## src/rtl/core/ppq_pkg.sv

```systemverilog
package ppq_pkg;

    localparam int MAX_POINTS_DEF = 256;

    localparam int COORD_W = 32;     // Q16.16 coordinate
    localparam int DIST_W  = 32;     // Q16.16 distance / curvature
    localparam int DIFF_W  = COORD_W + 1;
    localparam int MAG_W   = COORD_W + 1;
    localparam int PROD_W  = 2 * MAG_W;
    localparam int DEN_W   = 3 * MAG_W;
    localparam int D2_W    = 64;
    localparam int NEAR_W  = 8;

    localparam int CFG_IDX_W  = 8;
    localparam int CFG_DATA_W = 32;

    localparam logic [CFG_IDX_W-1:0] CFG_LOOKAHEAD = CFG_IDX_W'(0);
    localparam logic [CFG_IDX_W-1:0] CFG_PREVIEW   = CFG_IDX_W'(1);

    localparam logic [DIST_W-1:0] LOOKAHEAD_RESET = DIST_W'(327680);
    localparam logic [DIST_W-1:0] PREVIEW_RESET   = DIST_W'(655360);

    // 1e-9 m^3 in raw Q48.48
    localparam logic [DEN_W-1:0] DEGEN_LIMIT = DEN_W'(281475);

    function automatic logic signed [DIFF_W-1:0] sext(input logic [COORD_W-1:0] v);
        return {v[COORD_W-1], v};
    endfunction

    function automatic logic [MAG_W-1:0] abs_diff(input logic signed [DIFF_W-1:0] v);
        logic [DIFF_W-1:0] n;
        n = -v;
        return v[DIFF_W-1] ? MAG_W'(n) : MAG_W'(v);
    endfunction

    function automatic logic [DIST_W-1:0] sat_add(input logic [DIST_W-1:0] acc,
                                                  input logic [MAG_W-1:0] d);
        logic [DIST_W+1:0] s;
        s = {2'b00, acc} + {1'b0, d};
        return (s[DIST_W+1:DIST_W] != 2'b00) ? '1 : s[DIST_W-1:0];
    endfunction

endpackage

```

## src/rtl/core/ppq_div.sv

```systemverilog
module ppq_div
    import ppq_pkg::*;
(
    input  logic                clk,
    input  logic                rst_n,
    input  logic                start,
    input  logic [PROD_W-1:0]   mag,
    input  logic [DEN_W-1:0]    den,
    output logic                done,
    output logic [DIST_W-1:0]   quo
);

    // quotient of (mag << 33) / den, saturated to DIST_W bits
    localparam int STEP_W = $clog2(DIST_W + 1);

    logic              busy_reg;
    logic              done_reg;
    logic [STEP_W-1:0] cnt_reg;
    logic [DEN_W-1:0]  rem_reg;
    logic [DEN_W-1:0]  den_reg;
    logic [DIST_W-1:0] quo_reg;

    logic [DEN_W-1:0]  rem_init;
    logic              sat;
    logic [DEN_W:0]    sh;
    logic              take;

    assign rem_init = DEN_W'({mag, 1'b0});
    assign sat      = (rem_init >= den);
    assign sh       = {rem_reg, 1'b0};
    assign take     = (sh >= {1'b0, den_reg});

    always_ff @(posedge clk or negedge rst_n)
    begin
        if (!rst_n)
        begin
            busy_reg <= 1'b0;
            done_reg <= 1'b0;
            cnt_reg  <= '0;
        end
        else
        begin
            done_reg <= 1'b0;
            if (start)
            begin
                busy_reg <= !sat;
                done_reg <= sat;
                cnt_reg  <= STEP_W'(DIST_W);
            end
            else if (busy_reg)
            begin
                cnt_reg <= cnt_reg - 1'b1;
                if (cnt_reg == STEP_W'(1))
                begin
                    busy_reg <= 1'b0;
                    done_reg <= 1'b1;
                end
            end
        end
    end

    always_ff @(posedge clk)
    begin
        if (start)
        begin
            den_reg <= den;
            rem_reg <= rem_init;
            quo_reg <= sat ? '1 : '0;
        end
        else if (busy_reg)
        begin
            if (take)
            begin
                rem_reg <= DEN_W'(sh - {1'b0, den_reg});
                quo_reg <= {quo_reg[DIST_W-2:0], 1'b1};
            end
            else
            begin
                rem_reg <= DEN_W'(sh);
                quo_reg <= {quo_reg[DIST_W-2:0], 1'b0};
            end
        end
    end

    assign done = done_reg;
    assign quo  = quo_reg;

endmodule

```

## config.mk

```make
export PLATFORM = sky130hd
export DESIGN_NAME = ppq_div
export DESIGN_NICKNAME = d
export VERILOG_FILES = /design/src/rtl/core/ppq_pkg.sv /design/src/rtl/core/ppq_div.sv
export SDC_FILE = /design/constraint.sdc
export NUM_CORES = 1
export LEC_CHECK = 0
export BUFFER_PORTS_ARGS = -buffer_cell sky130_fd_sc_hd__buf_2
export CORE_ASPECT_RATIO = 1.25
export CORE_MARGIN = 1
export CORE_UTILIZATION = 41
export CTS_BUF_LIST = sky130_fd_sc_hd__clkbuf_16
export CTS_CLUSTER_SIZE = 30
export DETAILED_ROUTE_END_ITERATION = 8
export MAX_ROUTING_LAYER = met4
export SYNTH_ARGS = -nofsm -noshare
export SYNTH_HDL_FRONTEND = slang
export SYNTH_SLANG_ARGS = --single-unit
export TNS_END_PERCENT = 1
```

## constraint.sdc

```tcl
create_clock -name clk -period 9.45 [get_ports clk]
set_input_delay 0.945 -clock clk [delete_from_list [all_inputs] [get_ports clk]]
set_output_delay 0.945 -clock clk [all_outputs]
set_load 0.02 [all_outputs]
```

# ---- Word-level counts from Yosys, hierarchy flattened
# Index checks and enable logic that the tools add are counted.
dict set report totals {
  latch_bits 0
  in_bits 168
  out_inout_bits 33
  reg_bits 238
  mem_count 0
  word_cells 29
  mem_bits_ro 0
  mem_bits_rw 0
}
dict set report op_classes {
  n_eq_ne 1
  shift 0
  n_lt_le_gt_ge 2
  bitwise_logic 0
  multipliers 0
  add_sub_neg 2
  reduce_logical 2
  n_div 0
  muxes 15
}
# operator n
set op_table {}
lappend op_table {{two-way mux 67 bit} 2}
lappend op_table {{greater-or-equal comparator 100 x 99 -> 1 bit} 1}
lappend op_table {{greater-or-equal comparator 67 x 99 -> 1 bit} 1}
lappend op_table {{two-way mux 99 bit} 1}
lappend op_table {{subtractor 99 bit} 1}
lappend op_table {{two-way mux 32 bit} 3}
lappend op_table {{two-way mux 6 bit} 2}
lappend op_table {{two-way mux 1 bit} 7}
lappend op_table {{== test 6 x 1 -> 1 bit, second input constant} 1}
lappend op_table {{subtractor 6 x 1 -> 6 bit, second input constant} 1}
lappend op_table {{nonzero test 2 bit} 1}
lappend op_table {{logical NOT 1 bit} 1}

# ---- Logic depth before layout (Yosys ltp)
dict set report logic_depth {
  word_depth 4
  mapped_depth 16
  depth_no_buf 13
}

# ---- Least setup slack after synthesis
# OpenSTA, ideal clock, no wires.
dict set report synth_timing {
  path_kind {in2reg}
  from {input port start}
  to {register quo_reg[0], in the netlist quo[0], enable pin}
  arrival_time_ns 3.432
  path_slack_ns 5.567
  path_stages 4
  setup_ns 0.451
  t_required_ns 8.999
  cell_sequence {clkbuf_1 nor2_1 clkbuf_1 inv_1}
}
dict set report synth_between {
  elab_chain_len 1
}
# element line
set synth_lines {}
lappend synth_lines {{from (decl)} ppq_div.sv:6} ;# input logic start,
lappend synth_lines {{nonzero test 2 bit (no source line)} -}
lappend synth_lines {{to (signal assigned)} ppq_div.sv:68} ;# quo_reg <= sat ? '1 : '0;
lappend synth_lines {{to (signal assigned)} ppq_div.sv:75} ;# quo_reg <= {quo_reg[DIST_W-2:0], 1'b1};
lappend synth_lines {{to (signal assigned)} ppq_div.sv:80} ;# quo_reg <= {quo_reg[DIST_W-2:0], 1'b0};
lappend synth_lines {{to (decl)} ppq_div.sv:21} ;# logic [DIST_W-1:0] quo_reg;
# Every way passes these cells.
# A chain may end at the register's enable or synchronous reset.

# ---- Worst setup path after layout
dict set report layout_timing {
  from {register den_reg[0]}
  to {register rem_reg[44] (data pin)}
}
dict set report layout_between {
  elab_chain_len 4
}
# element line
set layout_lines {}
lappend layout_lines {{from (decl)} ppq_div.sv:20} ;# logic [DEN_W-1:0] den_reg;
lappend layout_lines {{from (signal assigned)} ppq_div.sv:66} ;# den_reg <= den;
lappend layout_lines {{subtractor 99 bit / greater-or-equal comparator 100 x 99 -> 1 bit (equally long branches)} {ppq_div.sv:74, ppq_div.sv:31}}
lappend layout_lines {{two-way mux 99 bit (*)} ppq_div.sv:72} ;# if (take)
lappend layout_lines {{two-way mux 67 bit (*)} ppq_div.sv:70} ;# else if (busy_reg)
lappend layout_lines {{two-way mux 67 bit (*)} ppq_div.sv:64} ;# if (start)
lappend layout_lines {{to (signal assigned)} ppq_div.sv:67} ;# rem_reg <= rem_init;
lappend layout_lines {{to (signal assigned)} ppq_div.sv:74} ;# rem_reg <= DEN_W'(sh - {1'b0, den_reg});
lappend layout_lines {{to (signal assigned)} ppq_div.sv:79} ;# rem_reg <= DEN_W'(sh);
lappend layout_lines {{to (decl)} ppq_div.sv:19} ;# logic [DEN_W-1:0] rem_reg;
# Every way passes the cells marked *; elsewhere a longest branch is shown, timed or not. The select of a mux whose other input is x is not followed.

==> flow_summary_export.csv <==
group,metric,value,unit
finish,layout_commonest_cell,"inv_1",
cts,cts_tree,"built",
timing,setup_viol,0,
global_routing,grt_pass1_wl,82.8,mm
cts,cts_htree_levels,1,
critical_path,worstSetupEndpoint,"rem_reg[44]$_DFFE_PP_",
die,pin_count,201,
finish,fin_area,20000,µm²
global_routing,busiest_layer,"met2",
timing,drv_slew,0,
cts,clock_latency,0.59,ns
timing,finalCriticalPeriod,4.65,ns
die,num_rows,84,
cts,post_cts_buffers,0,
cts,numCtsBuffers,29,
timing,hold_violations,0,
power_and_ir_drop,swShare,35.4,%
place,postPlaceCellArea,19100,µm²
critical_path,critPathRequiredTime,9.79,ns
finish,syn2layout_area_growth,12.8,%
place,numPortBuffers,200,
finish,drive_above_1_share,13.2,%
logic_synthesis,ys_seq_area_share,38.1,%
place,place.gp.congestion,0.960,
finish,mostFrequentLayoutCells,"inv_1 (231), buf_2 (199), edfxtp_1 (197)",
timing,max_slew_margin,33.7,%
power_and_ir_drop,p_sw,1.25,mW
critical_path,cp-start-kind,"flip-flop",
cts,clockBufferDepth,3,
die,die_w,188,µm
global_routing,grt_pass1_vias,15217,
global_routing,grt.met1_usage,30.3,%
logic_synthesis,synth_edf_count,197,
logic_synthesis,yosys_most_used_dff,"edfxtp_1",
global_routing,grt_use_met2,39.8,%
place,place_hpwl,40.1,mm
power_and_ir_drop,p_comb_share,32.6,%
global_routing,overflow,0,
min_path,worstHoldPathType,"in -> async",
logic_synthesis,synth_nets,2330,
drt,avgViaCountPerCell,5.65,
global_routing,grt_max_degree,88,
timing,tns,0,ns
timing,max_freq,0.215,GHz
critical_path,r2r_end,"rem_reg[44]$_DFFE_PP_",
critical_path,r2r_start,"den_reg[0]$_DFFE_PP_",
run_status,status,"finished clean",
die,die_h,235,µm
drt,wl_per_cell,19.2,µm
drt,routed_wl,52.3,mm
timing,skew,0.0331,ns
logic_synthesis,ys_warn_count,0,
logic_synthesis,yosysUniqueCellTypes,84,
die,core-area,42500,µm²
power_and_ir_drop,cellInternalPower,2.29,mW
critical_path,crit_path_end_kind,"flip-flop",
cts,ctsHoldBuffers,0,
die,initial_core_util,41.9,%
logic_synthesis,syn_inst,1994,
finish,nets,2474,
logic_synthesis,synthesis.area,17800,µm²
power_and_ir_drop,p_per_area,177,nW/µm²
timing,fin_crit_sh,49.2,%
power_and_ir_drop,seq_power_share,37.3,%
critical_path,crit_start,"den_reg[0]$_DFFE_PP_",
finish,antenna_cells,0,
global_routing,grt_use_met3,3.02,%
critical_path,cp_max_fo,79,
cts,cts.sinks,238,
critical_path,rrSetupSlack,4.80,ns
power_and_ir_drop,p_leak,9.16,nW
critical_path,rr_worst_depth,13,
cts,clk_pin_slew,0.06,ns
drt,ant_nets,0,
timing,rsz0062_at_grt,"false",
drt,drc_errors,0,
critical_path,arrival,4.99,ns
power_and_ir_drop,clkPwrFrac,30.2,%
cts,ctsResizeCount,0,
timing,fin_hold_ws,0.202,ns
run,maxCapViolCount,0,
drt,drt_iter0_drc,1010,
global_routing,antenna_found_initial,0,
global_routing,track_usage,24.1,%
drt,via_count,15360,
drt,drt_first_pass_iters,5,
logic_synthesis,synth_seq_cells,238,
cts,cts-root-buf,"clkbuf_16",
critical_path,crit_type,"reg -> reg",
power_and_ir_drop,vdd_ir_drop_max,0.152,mV
logic_synthesis,avgSynthCellArea,8.91,µm²
timing,worst_slew_pin_slew,0.986,ns
die,die_area,44200,µm²
logic_synthesis,async_flop_share,3.36,%
-- cell usage after synthesis (15+ instances only) --
| master | n | area [µm²] |
|---|---|---|
| inv_1 | 228 | 856 |
| edfxtp_1 | 197 | 5920 |
| nand2_1 | 189 | 709 |
| o21ai_0 | 183 | 916 |
| ha_1 | 167 | 2090 |
| a21oi_1 | 162 | 811 |
| nor2_1 | 94 | 353 |
| a21o_1 | 80 | 601 |
| clkbuf_1 | 72 | 270 |
| nand4_1 | 59 | 369 |
| xnor2_1 | 53 | 464 |
| a22o_1 | 47 | 412 |
| xor2_1 | 40 | 350 |
| dfxtp_1 | 33 | 661 |
| o21bai_1 | 28 | 210 |
| nor3_1 | 25 | 125 |
| nand3_1 | 23 | 115 |
| a22oi_1 | 19 | 143 |
| o21a_1 | 19 | 143 |
| a31oi_1 | 17 | 106 |
| nor2b_1 | 15 | 93.8 |
| nor4_1 | 15 | 93.8 |
-- logic make-up after synthesis --
group                    count (synthesis)  share of synthesized area [%]
XOR/XNOR                                93                           4.58
buffers and inverters                  325                           7.17
AND/OR/NAND/NOR                        488                           13.2
AO/OA/AOI/OAI                          672                           24.5
flip-flops                             238                           38.1
adder cells (fa/ha/maj)                168                           11.9
multiplexers                            10                          0.570
-- power groups by stage --
stage	Sequential, mW	Clock (mW)	Combinational, mW
final	1.32	1.07	1.15
after global routing	1.33	1.13	1.28
after CTS	1.32	1.09	1.15
after detailed placement	1.34	0	1.14
after global placement	1.34	0	1.14
after floorplan	1.34	0	0.797
-- metal layers --
| metal | vias up | share of wire, % |
|---|---|---|
| li1 | 7544 | - |
| met1 | 7277 | 44 |
| met2 | 436 | 48 |
| met3 | 103 | 5.0 |
| met4 | 0 | 3.4 |
| met5 | - | 0 |
-- critical path: stages (launching register included) --
cell      delay, ns
edfxtp_1       0.38
inv_1          0.09
fa_1           0.43
a21o_1         0.24
a311oi_1       0.40
or4_4          0.22
nand3_2        0.17
o211ai_4       0.29
a21oi_4        0.10
o31ai_4        0.29
buf_4          0.55
buf_4          0.70
o21ai_0        0.25
a22o_1         0.24
-- through the flow --
step	std cells	worst slack [ns]	power (mW)	util [%]
after floorplan	1994	5.57	2.14	-
after global placement	2666	4.84	2.48	45.1
after detailed placement	2666	4.74	2.48	45.1
after CTS	2719	4.72	3.56	47.2
after global routing	2719	4.47	3.74	47.2
final	2719	4.80	3.54	47.2
-- cell type report --
class,count,area [µm²]
clock buffer,29,726
clock inverter,24,171
fill,4214,22400
inverter,229,865
multi-input combinational,1431,9730
sequential,238,6780
tap,559,699
timing repair buffer,209,1080
-- worst min path at each step --
stage / startpoint / end / slack [ns] / cells past startpoint
3_3_place_gp: rem_reg[85]$_SDFFE_PP0P_ / rem_reg[85]$_SDFFE_PP0P_ / 0.47 / 2
6_report: rst_n / cnt_reg[2]$_DFFE_PN0P_ / 0.20 / 1
2_1_floorplan: rem_reg[71]$_SDFFE_PP0P_ / rem_reg[71]$_SDFFE_PP0P_ / 0.44 / 2
5_1_grt: rst_n / cnt_reg[2]$_DFFE_PN0P_ / 0.20 / 1
4_1_cts: rst_n / cnt_reg[2]$_DFFE_PN0P_ / 0.19 / 1
3_5_place_dp: rem_reg[79]$_SDFFE_PP0P_ / rem_reg[79]$_SDFFE_PP0P_ / 0.48 / 2
Power figures use the tool's default switching activity.
