File: config.mk
export PLATFORM = sky130hd
export DESIGN_NAME = ppq_sqrt
export DESIGN_NICKNAME = d
export VERILOG_FILES = /design/src/rtl/core/ppq_pkg.sv /design/src/rtl/core/ppq_sqrt.sv
export SDC_FILE = /design/constraint.sdc
export NUM_CORES = 1
export LEC_CHECK = 0
export ABC_AREA = 1
export ABC_CLOCK_PERIOD_IN_PS = 4350
export BUFFER_PORTS_ARGS = -buffer_cell sky130_fd_sc_hd__buf_2
export CAP_MARGIN = 20
export CORE_MARGIN = 5
export CORE_UTILIZATION = 59
export CTS_CLUSTER_DIAMETER = 30
export DETAILED_ROUTE_END_ITERATION = 8
export PLACE_DENSITY = 0.82
export SLEW_MARGIN = 20
export SYNTH_ARGS = -nofsm -noshare
export SYNTH_HDL_FRONTEND = slang
export SYNTH_SLANG_ARGS = --single-unit
File: constraint.sdc
create_clock -name clk -period 4.35 [get_ports clk]
set_clock_uncertainty 0.1 [all_clocks]
set_input_delay 0 -clock clk [delete_from_list [all_inputs] [get_ports clk]]
set_output_delay 0 -clock clk [all_outputs]
set_load 0.01 [all_outputs]
File: src/rtl/core/ppq_pkg.sv
package ppq_pkg;

    localparam int MAX_POINTS_DEF = 256;

    localparam int COORD_W = 32;     // Q16.16 coordinate
    localparam int DIST_W  = 32;     // Q16.16 distance / curvature
    localparam int DIFF_W  = COORD_W + 1;
    localparam int MAG_W   = COORD_W + 1;
    localparam int PROD_W  = 2 * MAG_W;
    localparam int DEN_W   = 3 * MAG_W;
    localparam int D2_W    = 64;
    localparam int NEAR_W  = 8;

    localparam int CFG_IDX_W  = 8;
    localparam int CFG_DATA_W = 32;

    localparam logic [CFG_IDX_W-1:0] CFG_LOOKAHEAD = CFG_IDX_W'(0);
    localparam logic [CFG_IDX_W-1:0] CFG_PREVIEW   = CFG_IDX_W'(1);

    localparam logic [DIST_W-1:0] LOOKAHEAD_RESET = DIST_W'(327680);
    localparam logic [DIST_W-1:0] PREVIEW_RESET   = DIST_W'(655360);

    // 1e-9 m^3 in raw Q48.48
    localparam logic [DEN_W-1:0] DEGEN_LIMIT = DEN_W'(281475);

    function automatic logic signed [DIFF_W-1:0] sext(input logic [COORD_W-1:0] v);
        return {v[COORD_W-1], v};
    endfunction

    function automatic logic [MAG_W-1:0] abs_diff(input logic signed [DIFF_W-1:0] v);
        logic [DIFF_W-1:0] n;
        n = -v;
        return v[DIFF_W-1] ? MAG_W'(n) : MAG_W'(v);
    endfunction

    function automatic logic [DIST_W-1:0] sat_add(input logic [DIST_W-1:0] acc,
                                                  input logic [MAG_W-1:0] d);
        logic [DIST_W+1:0] s;
        s = {2'b00, acc} + {1'b0, d};
        return (s[DIST_W+1:DIST_W] != 2'b00) ? '1 : s[DIST_W-1:0];
    endfunction

endpackage

File: src/rtl/core/ppq_sqrt.sv
module ppq_sqrt
    import ppq_pkg::*;
(
    input  logic                clk,
    input  logic                rst_n,
    input  logic                start,
    input  logic [PROD_W-1:0]   radicand,
    output logic                done,
    output logic [MAG_W-1:0]    root
);

    localparam int REM_W  = MAG_W + 3;
    localparam int STEP_W = $clog2(MAG_W + 1);

    logic              busy_reg;
    logic              done_reg;
    logic [STEP_W-1:0] cnt_reg;
    logic [PROD_W-1:0] v_reg;
    logic [REM_W-1:0]  rem_reg;
    logic [MAG_W-1:0]  root_reg;

    logic [REM_W+1:0]  rsh;
    logic [REM_W+1:0]  trial;
    logic              take;

    // one root bit per cycle, two radicand bits shifted in
    assign rsh   = {rem_reg, v_reg[PROD_W-1 -: 2]};
    assign trial = (REM_W + 2)'({root_reg, 2'b01});
    assign take  = (rsh >= trial);

    always_ff @(posedge clk or negedge rst_n)
    begin
        if (!rst_n)
        begin
            busy_reg <= 1'b0;
            done_reg <= 1'b0;
            cnt_reg  <= '0;
        end
        else
        begin
            done_reg <= 1'b0;
            if (start)
            begin
                busy_reg <= 1'b1;
                cnt_reg  <= STEP_W'(MAG_W);
            end
            else if (busy_reg)
            begin
                cnt_reg <= cnt_reg - 1'b1;
                if (cnt_reg == STEP_W'(1))
                begin
                    busy_reg <= 1'b0;
                    done_reg <= 1'b1;
                end
            end
        end
    end

    always_ff @(posedge clk)
    begin
        if (start)
        begin
            v_reg    <= radicand;
            rem_reg  <= '0;
            root_reg <= '0;
        end
        else if (busy_reg)
        begin
            v_reg <= {v_reg[PROD_W-3:0], 2'b00};
            if (take)
            begin
                rem_reg  <= REM_W'(rsh - trial);
                root_reg <= {root_reg[MAG_W-2:0], 1'b1};
            end
            else
            begin
                rem_reg  <= REM_W'(rsh);
                root_reg <= {root_reg[MAG_W-2:0], 1'b0};
            end
        end
    end

    assign done = done_reg;
    assign root = root_reg;

endmodule

# Word-level counts from Yosys, hierarchy flattened
# Index checks and enable logic that the tools add are counted.
# op_classes
n_addsub	2
n_lt_le_gt_ge	1
eq_ne	1
n_mux	12
n_reduce_logical	1
# op_table
op	count
2-to-1 mux 66 bit	2
greater-or-equal comparator 38 x 35 -> 1 bit	1
2-to-1 mux 36 bit	1
subtractor 36 x 35 -> 36 bit	1
2-to-1 mux 6 bit	2
2-to-1 mux 1 bit	7
== test 6 x 1 -> 1 bit (second input constant)	1
subtractor 6 x 1 -> 6 bit (second input constant)	1
nonzero test 2 bit	1
# totals
reg_bits	143
input_bits	69

# Longest topological paths before layout
# Gate-level depths: netlist of the first run.
# logic_depth
ltp_word	4
mapped_depth	17

# Worst setup path before layout of the first run
# OpenSTA, ideal clock, no wires.
# synth_path
path_kind	reg2reg
start	reg busy_reg
end	reg v_reg[0], enable pin
setup_time_ns	0.456
t_arrival_ns	2.710
required_ns	3.794
slack_ns	1.083
stages_incl_launch_ff	5
n_path_buf	2
path_cell_list	dfrtp_1 buf_2 nor2_1 clkinv_1 clkbuf_1
# synth_between
elab_chain_cells	1
# synth_lines
element	line	rtl
from (decl)	ppq_sqrt.sv:15	logic busy_reg;
from (signal assigned)	ppq_sqrt.sv:35	busy_reg <= 1'b0;
from (signal assigned)	ppq_sqrt.sv:44	busy_reg <= 1'b1;
from (signal assigned)	ppq_sqrt.sv:52	busy_reg <= 1'b0;
nonzero test 2 bit (no source line)	n/a	
to (signal assigned)	ppq_sqrt.sv:63	v_reg <= radicand;
to (signal assigned)	ppq_sqrt.sv:69	v_reg <= {v_reg[PROD_W-3:0], 2'b00};
to (decl)	ppq_sqrt.sv:18	logic [PROD_W-1:0] v_reg;
# No other way between the ends.
# A chain may end at the register's enable or synchronous reset.

# Worst setup path in the final report of the first run
# layout_path
start	reg root_reg[27] (netlist: root[27])
end	reg rem_reg[4]
# layout_between
elab_chain_cells	2
# layout_lines
element	line	rtl
from (decl)	ppq_sqrt.sv:20	logic [MAG_W-1:0] root_reg;
from (signal assigned)	ppq_sqrt.sv:73	root_reg <= {root_reg[MAG_W-2:0], 1'b1};
from (signal assigned)	ppq_sqrt.sv:78	root_reg <= {root_reg[MAG_W-2:0], 1'b0};
greater-or-equal comparator 38 x 35 -> 1 bit	ppq_sqrt.sv:29	assign take = (rsh >= trial);
2-to-1 mux 36 bit	ppq_sqrt.sv:70	if (take)
to (signal assigned)	ppq_sqrt.sv:72	rem_reg <= REM_W'(rsh - trial);
to (signal assigned)	ppq_sqrt.sv:77	rem_reg <= REM_W'(rsh);
to (decl)	ppq_sqrt.sv:19	logic [REM_W-1:0] rem_reg;
# No other way between the ends.

==> impl_metrics.yaml, run 1 <==
detailed_routing:
  routed_wl_um: 24000
  ant_nets: 0
  wire_per_inst_um: 15.6
  first_pass_iters: 5
  drcViolationCount: 0
  drt_iter0_drc: 592
  num_vias: 8259
  drt-vias-per-instance: 5.36
floorplan:
  rows: 43
  core_area_mm2: 0.0139
  die_h_um: 130
  io_pins: 103
  die_x_um: 130
  die_area_mm2: 0.0168
  start_util: 0.605
sta:
  setup_viol: 0
  worst_pin_slew_ns: 0.907
  hold_violations: 0
  drv_slew: 0
  finalSetupTns_ns: 0
  grt_setup_unrepaired: "no"
  timing.final.crit_share: 0.672
  holdWs_ns: 0.276
  max_slew_margin: 0.395
  fin_crit_ns: 2.92
  max_freq_ghz: 0.342
synth:
  ys_types: 37
  netlist_area_mm2: 0.00843
  syn_inst: 1189
  synth_area_leaders: "edfxtp_1 24%, nand2_1 22%, dfxtp_1 16%"
  syn_nets: 1295
  synth_top_flop_cell: "dfxtp_1"
  synth_warnings: 0
  ys_seq_area_frac: 0.423
  synth_edf_count: 66
  synth_top_cell_by_area: "edfxtp_1"
  ys_ff_latch: 143
  syn_avg_cell_area_um2: 7.09
  ys_async_sr_fraction: 0.0559
  yosysTopAreaCellShare: 0.235
final_layout:
  final_cell_mix: "487 x nand2_1, 163 x inv_1, 102 x buf_2"
  antennaDiodeCount: 0
  fin_cells: 1541
  drive_gt1_frac: 0.124
  areaGrowthSynthToFinish_pct: 22.1
  layout_commonest_cell: "nand2_1"
  largest_reg_flops: 66
  finalNetCount: 1454
worst_hold_path:
  worstHoldPathCells: 4
  hp-class: "in2reg"
  min-delay-start: "radicand[58]"
  min_to: "v_reg[58]"
place:
  gp_congestion: 1.02
  placedCellCount: 1440
  detailed_place_hpwl_um: 14500
  port_buffers: 102
clocking:
  clk_pin_slew_worst_paths_ns: 0.06
  post-cts-setup-buffers: 0
  cts_tree: "done"
  cts_max_path_buffers: 2
  cts_num_sinks: 143
  insertion_delay_ns: 0.44
  cts_made_buffers: 17
  cts_max_level: 4
  ctsRootBufferMaster: "clkbuf_16"
job:
  maxCapViolations: 0
critical_path:
  cp_max_fo: 50
  worstSetupEndpointType: "flop"
  rrSetupSlack_ns: 1.43
  cp_data_required_time_ns: 4.55
  worstSetupPathType: "reg2reg"
  r2r_end: "rem_reg[4]"
  rr_startpoint: "root[27]"
  ff2ff_path_depth: 15
  cp_data_arrival_time_ns: 3.12
  critPathLaunchType: "flop"
pwr:
  peakVddDrop_mv: 0.356
  leakage_nw: 5.30
  p_total_mw: 7.07
  powerDensity_mw_per_mm2: 687
grt:
  antenna_found_initial: 0
  grt_max_degree: 92
  grt_pass1_wl_um: 39400
  gr-usage-all-layers: 0.297
  grt_overflow_total: 0
  first_global_vias: 8142
outcome:
  status: "completed"
routing by layer:
| layer | vias up | GRT usage | wire length [um] |
|---|---|---|---|
| met4 | 0 | 0.136 | 935 |
| met1 | 3747 | 0.363 | 9730 |
| met2 | 357 | 0.504 | 11500 |
| met3 | 80 | 0.0639 | 1800 |
| li1 | 4075 | - | - |
| met5 | - | 0 | 0 |
per-stage QoR:
stage,utilization,instance area (um2),setup WS (ns)
after floorplan,-,8430,1.08
after global placement,0.648,9030,1.54
after detailed placement,0.648,9030,1.46
after CTS,0.738,10300,1.45
after global routing,0.738,10300,1.13
final,0.738,10300,1.43
how the worst max path moves through the flow:
stage,depth (start not counted),endpoint,slack (ns),startpoint
after global routing,15,rem_reg[5],1.13,root[27]
after detailed placement,15,rem_reg[0],1.46,root[27]
after global placement,13,rem_reg[32],1.54,root[27]
final,15,rem_reg[4],1.43,root[27]
after floorplan,4,v_reg[0],1.08,busy_reg
after CTS,15,rem_reg[8],1.45,root[27]
area by class of cell:
class                           count  area, um2
Clock buffer                       19        433
Clock inverter                     13        138
Fill cell                        1014       3640
Inverter                          167        631
Multi-Input combinational cell    844       4060
Sequential cell                   143       3560
Tap cell                          180        225
Timing Repair Buffer              175       1240
synth_stat cells, types with 10 or more instances:
| cell | instances |
|---|---|
| or2_1 | 10 |
| nand2_1 | 487 |
| xnor2_1 | 17 |
| clkbuf_1 | 21 |
| nand3_1 | 71 |
| o22ai_1 | 33 |
| edfxtp_1 | 66 |
| a21oi_1 | 31 |
| inv_1 | 164 |
| nor2_1 | 67 |
| o21ai_0 | 29 |
| dfxtp_1 | 69 |
| ha_1 | 37 |
power breakdown:
part	total (mW)	internal (mW)	leakage [nW]	switching [mW]
Combinational	3.81	1.34	3.64	2.47
Sequential	1.81	1.67	1.39	0.139
Clock	1.45	0.843	0.267	0.603
Total	7.07	3.85	5.30	3.21
kinds of logic (layout without fill, tap and decap cells):
| kind of cell | count (synthesis) | count (layout) | synth area share |
|---|---|---|---|
| adder cells (fa/ha/maj) | 37 | 37 | 0.0549 |
| buffers and inverters | 202 | 374 | 0.0963 |
| flip-flops | 143 | 143 | 0.423 |
| AND/OR/NAND/NOR | 676 | 676 | 0.331 |
| AO/OA/AOI/OAI | 112 | 112 | 0.0753 |
| XOR/XNOR | 19 | 19 | 0.0197 |
worst max-delay path, cell delays in order (launching register included):
cell and delay, ns:
dfxtp_1 0.32, inv_1 0.07, ha_1 0.36, nand2_1 0.18, inv_1 0.06, nand2_1 0.06, and2_1 0.16, nand2_1 0.10
nand2_1 0.09, nand3_2 0.08, nor2_4 0.14, nand2_4 0.33, inv_2 0.45, nand2_1 0.11, nand3_1 0.08, o21ai_0 0.08
timing repair:
item,in CTS,in global routing
hold endpoints to repair,90,0
hold buffers,69,0
resized for setup,0,0
No activity file was read; power rests on OpenSTA's default activity.
==> run 2, diff against run 1 <==
--- a/config.mk
+++ b/config.mk
@@ -6,7 +6,7 @@
 export NUM_CORES = 1
 export LEC_CHECK = 0
 export ABC_AREA = 1
-export ABC_CLOCK_PERIOD_IN_PS = 4350
+export ABC_CLOCK_PERIOD_IN_PS = 2730
 export BUFFER_PORTS_ARGS = -buffer_cell sky130_fd_sc_hd__buf_2
 export CAP_MARGIN = 20
 export CORE_MARGIN = 5
==> constraint.sdc (replaced) <==
create_clock -name clk -period 2.73 [get_ports clk]
set_clock_uncertainty 0.1 [all_clocks]
set_input_delay 0 -clock clk [delete_from_list [all_inputs] [get_ports clk]]
set_output_delay 0 -clock clk [all_outputs]
set_load 0.01 [all_outputs]
==> run 2 against run 1 <==
  * Hold slack improved by 0.0026 ns
  * Critical path depth did not move
  * Non-clock buffer count rose by 12
  * Die area did not move
  * Critical endpoint is now rem_reg[8]
  * Sequential cell count did not move
  * Routed wire length rose by 3.7%
  * First-iteration DRC count rose by 19%
  * Via count rose by 0.93%
  * Sequential share of layout area fell by 0.68 points
  * Setup slack got worse by 1.2 ns
  * Power rose by 64%
  * Register-to-register slack got worse by 1.2 ns
==> impl_metrics.yaml, run 2 (synthesis results as in run 1) <==
critical_path:
  r2r_end: "rem_reg[8]"
  critPathLaunchType: "flop"
  cp_data_required_time_ns: 2.95
  ff2ff_path_depth: 15
  rr_startpoint: "root[27]"
  rrSetupSlack_ns: 0.20
  cp_data_arrival_time_ns: 2.75
  worstSetupEndpointType: "flop"
  worstSetupPathType: "reg2reg"
  cp_max_fo: 22
clocking:
  cts_made_buffers: 17
  ctsRootBufferMaster: "clkbuf_16"
  cts_max_level: 4
  clk_pin_slew_worst_paths_ns: 0.07
  post-cts-setup-buffers: 0
  cts_tree: "done"
  cts_max_path_buffers: 2
  insertion_delay_ns: 0.44
  cts_num_sinks: 143
detailed_routing:
  drcViolationCount: 0
  wire_per_inst_um: 16.0
  drt_iter0_drc: 703
  ant_nets: 0
  num_vias: 8336
  drt-vias-per-instance: 5.37
  first_pass_iters: 5
  routed_wl_um: 24900
sta:
  drv_slew: 0
  max_slew_margin: 0.626
  grt_setup_unrepaired: "no"
  worst_pin_slew_ns: 0.561
  timing.final.crit_share: 0.927
  hold_violations: 0
  fin_crit_ns: 2.53
  finalSetupTns_ns: 0
  max_freq_ghz: 0.395
  setup_viol: 0
final_layout:
  areaGrowthSynthToFinish_pct: 24.5
  final_cell_mix: "486 x nand2_1, 164 x inv_1, 102 x buf_2"
  largest_reg_flops: 66
  drive_gt1_frac: 0.130
  finalNetCount: 1466
  antennaDiodeCount: 0
  fin_area_mm2: 0.0105
  fillers: 1015
  layout_commonest_cell: "nand2_1"
pwr:
  leakage_nw: 5.39
  peakVddDrop_mv: 0.494
  powerDensity_mw_per_mm2: 1100
floorplan:
  die_h_um: 130
  rows: 43
  die_area_mm2: 0.0168
  core_area_mm2: 0.0139
  die_x_um: 130
  start_util: 0.605
  io_pins: 103
grt:
  grt_max_degree: 59
  grt_pass1_wl_um: 41000
  gr-usage-all-layers: 0.312
  grt_overflow_total: 0
  antenna_found_initial: 0
  first_global_vias: 8335
place:
  gp_congestion: 0.973
  port_buffers: 102
  placed_area_mm2: 0.00912
  detailed_place_hpwl_um: 15200
worst_hold_path:
  hp-class: "in2reg"
  min_to: "v_reg[6]"
  min-delay-start: "radicand[6]"
  worstHoldPathCells: 4
outcome:
  status: "completed"
job:
  maxCapViolations: 0
run 2: cell types whose count changed in the layout (fill, tap and decap cells not counted), sizes merged:
cell / delta
clkinv: -2
clkbuf: -1
buf: +6
inv: +4
dlygate4sd3: +6
bufinv: +1
clkinvlp: -2
run 2: final cells by class:
class	count	area, um2	area share
Multi-Input combinational cell	844	4060	0.387
Sequential cell	143	3560	0.339
Timing Repair Buffer	187	1400	0.134
Inverter	167	632	0.0602
Clock buffer	18	429	0.0409
Tap cell	180	225	0.0215
Clock inverter	14	181	0.0173
run 2: worst max-delay path, cell delays in order, from the launching register on:
cell and delay [ns]:
dfxtp_1 0.34, inv_1 0.08, ha_1 0.38, nand2_2 0.14
inv_1 0.05, nand2_1 0.05, and2_1 0.14, nand2_1 0.09
nand2_1 0.08, nand3_2 0.08, nor2_4 0.14, nand2_4 0.16
inv_4 0.24, nand2_1 0.13, nand3_1 0.11, o21ai_0 0.10
run 2: routing by layer:
metal	track usage	vias to the layer above	routed length, um	share of wire
met5	0	-	0	0
met4	0.157	0	1140	0.046
met3	0.0664	89	1700	0.068
met2	0.546	377	12400	0.50
met1	0.361	3767	9670	0.39
li1	-	4103	-	-
run 2: timing repair:
action	CTS	global route
hold endpoints to repair	76	0
hold buffers	75	0
resized for setup	0	5
endpoints found under the setup margin	0	30
run 2: where the power goes:
part           internal [mW]  switching [mW]  total, mW
clock network           1.46            1.03       2.49
registers               2.67           0.238       2.90
logic                   2.24            3.94       6.17
total                   6.36            5.21       11.6
run 2: per-stage QoR:
step / cells / hold WS (ns) / power (mW) / utilization / setup WS, ns
floorplan: 1189 / -0.396 / 7.63 / - / 0.341
global placement: 1446 / -0.248 / 8.71 / 0.655 / 0.224
detailed placement: 1446 / -0.245 / 8.82 / 0.655 / 0.153
CTS: 1553 / 0.250 / 11.4 / 0.752 / 0.0761
global route: 1553 / 0.279 / 12.5 / 0.753 / 0.00173
finish: 1553 / 0.279 / 11.6 / 0.753 / 0.199
run 2: how the worst max path moves through the flow:
| stage | slack [ns] | end | start | depth (start not counted) |
|---|---|---|---|---|
| 2_1_floorplan | 0.34 | v_reg[0] | busy_reg | 4 |
| 3_3_place_gp | 0.22 | rem_reg[24] | root[27] | 13 |
| 3_5_place_dp | 0.15 | rem_reg[24] | root[27] | 15 |
| 4_1_cts | 0.08 | rem_reg[8] | root[27] | 15 |
| 5_1_grt | 0.002 | rem_reg[8] | root[27] | 15 |
| 6_report | 0.20 | rem_reg[8] | root[27] | 15 |
